`src/hdl/sorted_priority_queue_assert.svh`:
```
// Assertion macros for the sorted priority queue.
// Included by files that check their own logic; no other dependencies.
`ifndef SORTED_PRIORITY_QUEUE_ASSERT_SVH
`define SORTED_PRIORITY_QUEUE_ASSERT_SVH

`ifndef NO_ASSERTIONS
`define SPQ_ASSERT_IMPLY(label, clk, rst_n, ante, cons) \
    label: assert property (@(posedge clk) disable iff (!(rst_n)) (ante) |-> (cons)) \
        else $error("implication check failed");
`define SPQ_ASSERT_NEXT(label, clk, rst_n, ante, cons) \
    label: assert property (@(posedge clk) disable iff (!(rst_n)) (ante) |=> (cons)) \
        else $error("next-cycle check failed");
`else
`define SPQ_ASSERT_IMPLY(label, clk, rst_n, ante, cons)
`define SPQ_ASSERT_NEXT(label, clk, rst_n, ante, cons)
`endif

`endif

```
`src/hdl/spq_pkg.sv`:
```
// Shared types and codes for the sorted priority queue.
// No dependencies.
`timescale 1ns / 1ps

package spq_pkg;

    localparam logic OP_ENQUEUE = 1'b0;
    localparam logic OP_DEQUEUE = 1'b1;

    localparam logic [1:0] ST_ENQUEUED = 2'd0;
    localparam logic [1:0] ST_DEQUEUED = 2'd1;
    localparam logic [1:0] ST_EMPTY    = 2'd2;
    localparam logic [1:0] ST_FULL     = 2'd3;

    typedef struct packed {
        logic        operation;
        logic [15:0] key;
        logic [7:0]  vertex_tag;
    } t_in_item;

    typedef struct packed {
        logic [1:0]  status;
        logic [15:0] out_key;
        logic [7:0]  out_tag;
        logic [4:0]  occupancy;
    } t_out_item;

    typedef struct packed {
        logic push;
        logic pop;
    } t_cell_cmd;

endpackage

```
`src/hdl/spq_cells.sv`:
```
// Datapath of the sorted priority queue: a row of key/tag cells kept in
// ascending key order. Uses spq_pkg.
`timescale 1ns / 1ps

module spq_cells #(
    parameter int QUEUE_DEPTH = 16,
    parameter int KEY_WIDTH   = 16,
    parameter int CNT_WIDTH   = $clog2(QUEUE_DEPTH + 1)
) (
    input  logic                  i_clk,
    input  spq_pkg::t_cell_cmd    i_cmd,
    input  logic [CNT_WIDTH-1:0]  i_count,
    input  logic [KEY_WIDTH-1:0]  i_key,
    input  logic [7:0]            i_tag,
    output logic [KEY_WIDTH-1:0]  o_head_key,
    output logic [7:0]            o_head_tag
);

    logic [KEY_WIDTH-1:0] r_key [QUEUE_DEPTH];
    logic [7:0]           r_tag [QUEUE_DEPTH];
    logic [QUEUE_DEPTH-1:0] w_le;

    genvar gi;
    generate
        for (gi = 0; gi < QUEUE_DEPTH; gi++) begin : g_cell
            logic [KEY_WIDTH-1:0] n_key;
            logic [7:0]           n_tag;
            logic                 w_take_new;

            // cell stays put when it holds a key not above the new one
            assign w_le[gi] = (CNT_WIDTH'(gi) < i_count) && (r_key[gi] <= i_key);

            if (gi == 0) begin : g_first
                assign w_take_new = 1'b1;
            end else begin : g_rest
                assign w_take_new = w_le[gi-1];
            end

            always_comb begin
                n_key = r_key[gi];
                n_tag = r_tag[gi];
                if (i_cmd.push && !w_le[gi]) begin
                    if (w_take_new) begin
                        n_key = i_key;
                        n_tag = i_tag;
                    end else begin
                        n_key = r_key[gi-1 < 0 ? 0 : gi-1];
                        n_tag = r_tag[gi-1 < 0 ? 0 : gi-1];
                    end
                end else if (i_cmd.pop) begin
                    n_key = r_key[gi+1 >= QUEUE_DEPTH ? gi : gi+1];
                    n_tag = r_tag[gi+1 >= QUEUE_DEPTH ? gi : gi+1];
                end
            end

            always_ff @(posedge i_clk) begin
                r_key[gi] <= n_key;
                r_tag[gi] <= n_tag;
            end
        end
    endgenerate

    assign o_head_key = r_key[0];
    assign o_head_tag = r_tag[0];

endmodule

```
`src/hdl/spq_ctrl.sv`:
```
// Controller of the sorted priority queue: handshakes, entry count,
// result register and cell commands. Uses spq_pkg.
`timescale 1ns / 1ps

module spq_ctrl #(
    parameter int QUEUE_DEPTH = 16,
    parameter int KEY_WIDTH   = 16,
    parameter int CNT_WIDTH   = $clog2(QUEUE_DEPTH + 1)
) (
    input  logic                  i_clk,
    input  logic                  i_rst_n,
    input  logic                  i_in_valid,
    output logic                  o_in_ready,
    input  spq_pkg::t_in_item     i_in_item,
    output logic                  o_out_valid,
    input  logic                  i_out_ready,
    output spq_pkg::t_out_item    o_out_item,
    output spq_pkg::t_cell_cmd    o_cmd,
    output logic [CNT_WIDTH-1:0]  o_count,
    output logic [KEY_WIDTH-1:0]  o_key,
    output logic [7:0]            o_tag,
    input  logic [KEY_WIDTH-1:0]  i_head_key,
    input  logic [7:0]            i_head_tag
);

    logic                 r_out_valid;
    logic                 n_out_valid;
    spq_pkg::t_out_item   r_out_item;
    spq_pkg::t_out_item   n_out_item;
    logic [CNT_WIDTH-1:0] r_count;
    logic [CNT_WIDTH-1:0] n_count;
    logic                 w_accept;
    logic                 w_full;
    logic                 w_empty;
    logic [63:0]          w_in_key64;
    logic [63:0]          w_head_key64;
    logic [31:0]          w_occ32;

    assign o_in_ready  = !r_out_valid || i_out_ready;
    assign w_accept    = i_in_valid && o_in_ready;
    assign w_full      = (r_count == CNT_WIDTH'(QUEUE_DEPTH));
    assign w_empty     = (r_count == '0);

    assign w_in_key64   = 64'(i_in_item.key);
    assign w_head_key64 = 64'(i_head_key);
    assign w_occ32      = 32'(n_count);

    assign o_key   = w_in_key64[KEY_WIDTH-1:0];
    assign o_tag   = i_in_item.vertex_tag;
    assign o_count = r_count;

    always_comb begin
        o_cmd      = '0;
        n_count    = r_count;
        n_out_item = r_out_item;
        if (w_accept) begin
            n_out_item.out_key = '0;
            n_out_item.out_tag = '0;
            if (i_in_item.operation == spq_pkg::OP_ENQUEUE) begin
                if (w_full) begin
                    n_out_item.status = spq_pkg::ST_FULL;
                end else begin
                    o_cmd.push        = 1'b1;
                    n_count           = r_count + 1'b1;
                    n_out_item.status = spq_pkg::ST_ENQUEUED;
                end
            end else begin
                if (w_empty) begin
                    n_out_item.status = spq_pkg::ST_EMPTY;
                end else begin
                    o_cmd.pop          = 1'b1;
                    n_count            = r_count - 1'b1;
                    n_out_item.status  = spq_pkg::ST_DEQUEUED;
                    n_out_item.out_key = w_head_key64[15:0];
                    n_out_item.out_tag = i_head_tag;
                end
            end
            n_out_item.occupancy = w_occ32[4:0];
        end
    end

    always_comb begin
        n_out_valid = r_out_valid;
        if (w_accept) begin
            n_out_valid = 1'b1;
        end else if (i_out_ready) begin
            n_out_valid = 1'b0;
        end
    end

    always_ff @(posedge i_clk) begin
        if (!i_rst_n) begin
            r_out_valid <= 1'b0;
            r_count     <= '0;
        end else begin
            r_out_valid <= n_out_valid;
            r_count     <= n_count;
        end
    end

    always_ff @(posedge i_clk) begin
        r_out_item <= n_out_item;
    end

    assign o_out_valid = r_out_valid;
    assign o_out_item  = r_out_item;

endmodule

```
`src/hdl/sorted_priority_queue.sv`:
```
// Top level of the sorted priority queue: controller plus cell row.
// Uses spq_pkg, spq_ctrl, spq_cells and sorted_priority_queue_assert.svh.
//
//   channel   direction   handshake                 payload
//   in        to block    i_in_valid / o_in_ready   i_in_item  (spq_pkg::t_in_item)
//   out       from block  o_out_valid / i_out_ready o_out_item (spq_pkg::t_out_item)
//
// One item per cycle while no result waits on a stalled output; its result appears in the cycle after the transfer.
// All cells compare against the new key at once, so insert or removal ends in that cycle.
// Synchronous active-low reset empties the queue; no clearing pass.
// The input stalls only while a result waits and the output is not ready.
`timescale 1ns / 1ps
`include "sorted_priority_queue_assert.svh"

module sorted_priority_queue #(
    parameter int QUEUE_DEPTH = 16,
    parameter int KEY_WIDTH   = 16
) (
    input  logic               i_clk,
    input  logic               i_rst_n,
    input  logic               i_in_valid,
    output logic               o_in_ready,
    input  spq_pkg::t_in_item  i_in_item,
    output logic               o_out_valid,
    input  logic               i_out_ready,
    output spq_pkg::t_out_item o_out_item
);

    localparam int CNT_WIDTH = $clog2(QUEUE_DEPTH + 1);

    spq_pkg::t_cell_cmd   w_cmd;
    logic [CNT_WIDTH-1:0] w_count;
    logic [KEY_WIDTH-1:0] w_key;
    logic [7:0]           w_tag;
    logic [KEY_WIDTH-1:0] w_head_key;
    logic [7:0]           w_head_tag;

    spq_ctrl #(
        .QUEUE_DEPTH (QUEUE_DEPTH),
        .KEY_WIDTH   (KEY_WIDTH),
        .CNT_WIDTH   (CNT_WIDTH)
    ) u_ctrl (
        .i_clk       (i_clk),
        .i_rst_n     (i_rst_n),
        .i_in_valid  (i_in_valid),
        .o_in_ready  (o_in_ready),
        .i_in_item   (i_in_item),
        .o_out_valid (o_out_valid),
        .i_out_ready (i_out_ready),
        .o_out_item  (o_out_item),
        .o_cmd       (w_cmd),
        .o_count     (w_count),
        .o_key       (w_key),
        .o_tag       (w_tag),
        .i_head_key  (w_head_key),
        .i_head_tag  (w_head_tag)
    );

    spq_cells #(
        .QUEUE_DEPTH (QUEUE_DEPTH),
        .KEY_WIDTH   (KEY_WIDTH),
        .CNT_WIDTH   (CNT_WIDTH)
    ) u_cells (
        .i_clk      (i_clk),
        .i_cmd      (w_cmd),
        .i_count    (w_count),
        .i_key      (w_key),
        .i_tag      (w_tag),
        .o_head_key (w_head_key),
        .o_head_tag (w_head_tag)
    );

    `SPQ_ASSERT_IMPLY(a_count_bound, i_clk, i_rst_n, 1'b1, w_count <= CNT_WIDTH'(QUEUE_DEPTH))
    `SPQ_ASSERT_NEXT(a_push_counts, i_clk, i_rst_n, w_cmd.push && !w_cmd.pop, w_count == $past(w_count) + 1'b1)
    `SPQ_ASSERT_IMPLY(a_empty_occ, i_clk, i_rst_n, o_out_valid && (o_out_item.status == spq_pkg::ST_EMPTY), o_out_item.occupancy == 5'd0)

endmodule

```
`config.mk`:
```
export PLATFORM = sky130hd
export DESIGN_NAME = sorted_priority_queue
export DESIGN_NICKNAME = d
export VERILOG_FILES = /design/src/hdl/spq_pkg.sv /design/src/hdl/spq_cells.sv /design/src/hdl/spq_ctrl.sv /design/src/hdl/sorted_priority_queue.sv
export VERILOG_INCLUDE_DIRS = /design/src /design/src/hdl
export SDC_FILE = /design/constraint.sdc
export NUM_CORES = 1
export LEC_CHECK = 0
export ABC_CLOCK_PERIOD_IN_PS = 4400
export BUFFER_PORTS_ARGS = -buffer_cell sky130_fd_sc_hd__buf_2
export CAP_MARGIN = 20
export CORE_MARGIN = 2
export CORE_UTILIZATION = 40
export CTS_BUF_LIST = sky130_fd_sc_hd__clkbuf_4 sky130_fd_sc_hd__clkbuf_8
export CTS_CLUSTER_SIZE = 20
export DETAILED_ROUTE_END_ITERATION = 10
export GPL_TIMING_DRIVEN = 0
export PLACE_DENSITY = 0.54
export SLEW_MARGIN = 20
export SYNTH_ARGS = -nofsm -noshare
export SYNTH_HDL_FRONTEND = slang
export SYNTH_SLANG_ARGS = --single-unit
```
`constraint.sdc`:
```
create_clock -name i_clk -period 4.4 [get_ports i_clk]
set_input_delay 0.66 -clock i_clk [delete_from_list [all_inputs] [get_ports i_clk]]
set_output_delay 0.66 -clock i_clk [all_outputs]
set_load 0.03 [all_outputs]
```
==> flow_metrics.env <==
export IMPL_status="completed"
export IMPL_dpl_hpwl_um=75110
export IMPL_r2r_setup_slack_ns=0.22
export IMPL_grt_ovfl_total=0
export IMPL_cp_slowest_cell="a21oi_1"
export IMPL_ir_drop_mv=0.1684
export IMPL_startpoint_type="flop"
export IMPL_ys_warn_count=0
export IMPL_cts_buffer_depth=3
export IMPL_antenna_left=0
export IMPL_tightest_slew_ns=1.229
export IMPL_crit_path_end="u_cells.r_tag[0][10]"
export IMPL_rows=96
export IMPL_synth_edff_count=415
export IMPL_grt_setup_unrepaired="false"
export IMPL_gp_congestion=0.9224
export IMPL_die_width_um=266.1
export IMPL_skew_ns=0.03226
export IMPL_yosysTopAreaCell="edfxtp_1"
export IMPL_fmax_mhz=239.2
export IMPL_fp_dieH_um=266.1
export IMPL_synth_fp_nets=2943
export IMPL_arrival_ns=4.49
export IMPL_p_leak_nw=12.43
export IMPL_p_total_w=0.01247
export IMPL_path_class="reg2reg"
export IMPL_cts_made_buffers=78
export IMPL_relSlewSlack_pct=18.09
export IMPL_synthDistinctLibCells=70
export IMPL_die_area_sq_mm=0.07081
export IMPL_setup_viol=0
export IMPL_drt_iter0_markers=2777
export IMPL_ys_seq_area_share_pct=45.79
export IMPL_synthesis_area_sq_mm=0.02748
export IMPL_synth_most_common_cell="edfxtp_1"
export IMPL_first_pass_iters=6
export IMPL_finalWirelength_um=105000
export IMPL_r2r_end="u_cells.r_tag[0][10]"
export IMPL_cts_max_level=3
export IMPL_p_per_area_mw_per_mm2=404.5
export IMPL_clkTransAtPathRegs_ns=0.06
export IMPL_synthTopCellsByArea="edfxtp_1, ha_1, mux2i_1"
export IMPL_startpoint="u_ctrl.o_count[0]"
export IMPL_utilization_pct=45.12
export IMPL_synthArstFlopShare_pct=0
export IMPL_min_period_ns=4.180
export IMPL_wl_per_cell_um=27.96
export IMPL_drc_errors=0
export IMPL_core_area_sq_mm=0.06835
export IMPL_grt_pass1_vias=22370
export IMPL_slowest_delay_ns=0.76
export IMPL_syn_avg_cell_area_sq_um=10.35
export IMPL_r2r_start="u_ctrl.o_count[0]"
export IMPL_synth_seq_cells=421
export IMPL_area_growth_pct=12.24
export IMPL_finalNetCount=3104
export IMPL_grt_pass1_wl_um=149400
export IMPL_clock_sinks=421
export IMPL_insertion_delay_ns=0.69
export IMPL_finalSetupTns_ns=0
export IMPL_final_hold_violation_count=0
export IMPL_viasPerCell=6.137
export IMPL_synth_main_ff_cell="edfxtp_1"
export IMPL_rr_worst_depth=6
export IMPL_crit_cells=6
export IMPL_drive_gt1_share_pct=14.47
export IMPL_port_buffer_count=60
export IMPL_ys_top_cells_by_count="edfxtp_1, nor2_1, a21oi_1"
export IMPL_antenna_found_initial=5
export IMPL_grt_max_degree=40
export IMPL_track_usage_pct=29.20
export IMPL_required_ns=4.71
export IMPL_dr_total_vias=23060
export IMPL_cts_tree="done"
export IMPL_worstPathMaxFanout=24
export IMPL_io_pins=62
export IMPL_layout_setup_ws_ns=0.2196
export IMPL_cap_violations=0
export IMPL_root_buffer="clkbuf_8"
export IMPL_syn_inst=2655
export IMPL_end_kind="flop"
export IMPL_fin_crit_sh_pct=95.01
export IMPL_hold_path_class="in2reg"
export IMPL_initial_core_util_pct=40.20
export IMPL_critical_path_top_delay_family="simple AND/OR/NAND/NOR gates"
export IMPL_crit_buf_inv=2
export IMPL_dp_slack_ns=-0.7761
export IMPL_synth_top_cell_area_share_pct=45.35
export IMPL_crit_path_cell_trace="inv_1, ha_1, a21oi_1, nand2_1, clkbuf_2, nand2b_2"
export IMPL_maxSlewViolCount=0
export IMPL_holdWs_ns=0.2321
[flip-flops by register name (all words and copies together) (netlist names)]
register	flops
u_ctrl.o_out_item	31
u_ctrl.o_out_valid	1
u_ctrl.o_count	5
u_cells.r_tag	128
u_cells.r_key	256
[repair_timing]
item / 4_1_cts / 5_1_grt
buffers inserted: 0 / 14
setup endpoints to repair: 79 / 498
hold endpoints to repair: 0 / 0
hold buffers: 0 / 0
gates resized for setup: 1 / 5
[through the flow]
stage	cell area [sq um]	cells
2_1_floorplan	27480	2655
3_3_place_gp	28880	3597
3_5_place_dp	29080	3603
4_1_cts	30630	3741
5_1_grt	30840	3757
6_report	30840	3757
[report_power, final]
part	switching (W)	internal [W]
Clock	0.00180	0.00212
Sequential	0.000471	0.00508
Combinational	0.00195	0.00105
[cell usage in the layout (no fill, tap or decap), types with 13 or more instances in the layout]
master,Yosys,routed
edfxtp_1,415,415
nor2_1,374,374
a21oi_1,336,336
ha_1,259,259
mux2i_1,243,243
nand2_1,199,195
buf_2,57,117
a31oi_1,100,100
clkbuf_8,0,85
clkbuf_1,91,78
mux2_2,76,76
o21ai_0,66,61
o21ai_1,52,52
nand4_1,48,48
and2_1,34,34
mux2_1,34,34
inv_1,43,28
a21o_1,21,21
clkbuf_4,0,20
nor2b_1,18,18
nor3_1,18,18
buf_4,8,17
nor4_1,14,14
nand3_1,14,14
clkinv_1,0,14
inv_2,1,13
clkbuf_2,0,13
clkinv_2,0,13
[routing by layer]
metal / vias up / track usage, % / wire length (um)
met5: - / 0 / 13
met4: 2 / 16.11 / 5979
met3: 249 / 6.996 / 10750
met2: 1285 / 42.10 / 43620
met1: 11250 / 40.22 / 44680
li1: 10270 / - / -
[cells by family (layout without fill, tap and decap cells)]
family | after synthesis | count (layout) | share of synthesized area [%]
DFF | 421 | 421 | 45.79
muxes | 353 | 353 | 13.36
adders and majority gates | 259 | 259 | 11.79
and+or+nand+nor | 765 | 765 | 12.22
buffers and inverters | 209 | 428 | 3.360
AOI/OAI and AO/OA | 647 | 647 | 13.44
other | 0 | 1 | 0
xor gates and xnor gates | 1 | 1 | 0.03188
[cell type report]
type	count	area (sq um)
multi-input cells	2025	14060
inverters	44	176.4
flip-flops and latches	421	12580
clock buffers	105	1320
fillers	6421	37500
diodes	1	2.502
repair buffers	81	590.6
well taps	882	1104
clock inverters	33	232.7
plain buffers	165	774.5
[worst min-delay path: stages]
cell	delay [ns]
buf_2	0.10
inv_1	0.04
a21boi_0	0.06
[worst min path at each step]
stage,startpoint,to,cells past startpoint
after floorplan,u_cells.r_tag[3][23],u_cells.r_tag[3][15],2
after global placement,u_ctrl.o_out_valid,u_ctrl.o_out_valid,2
after detailed placement,u_cells.r_tag[3][27],u_cells.r_tag[3][19],1
after CTS,i_in_valid,u_ctrl.o_out_valid,3
after global routing,i_in_valid,u_ctrl.o_out_valid,3
final,i_in_valid,u_ctrl.o_out_valid,3
No activity file was read; power rests on OpenSTA's default activity.
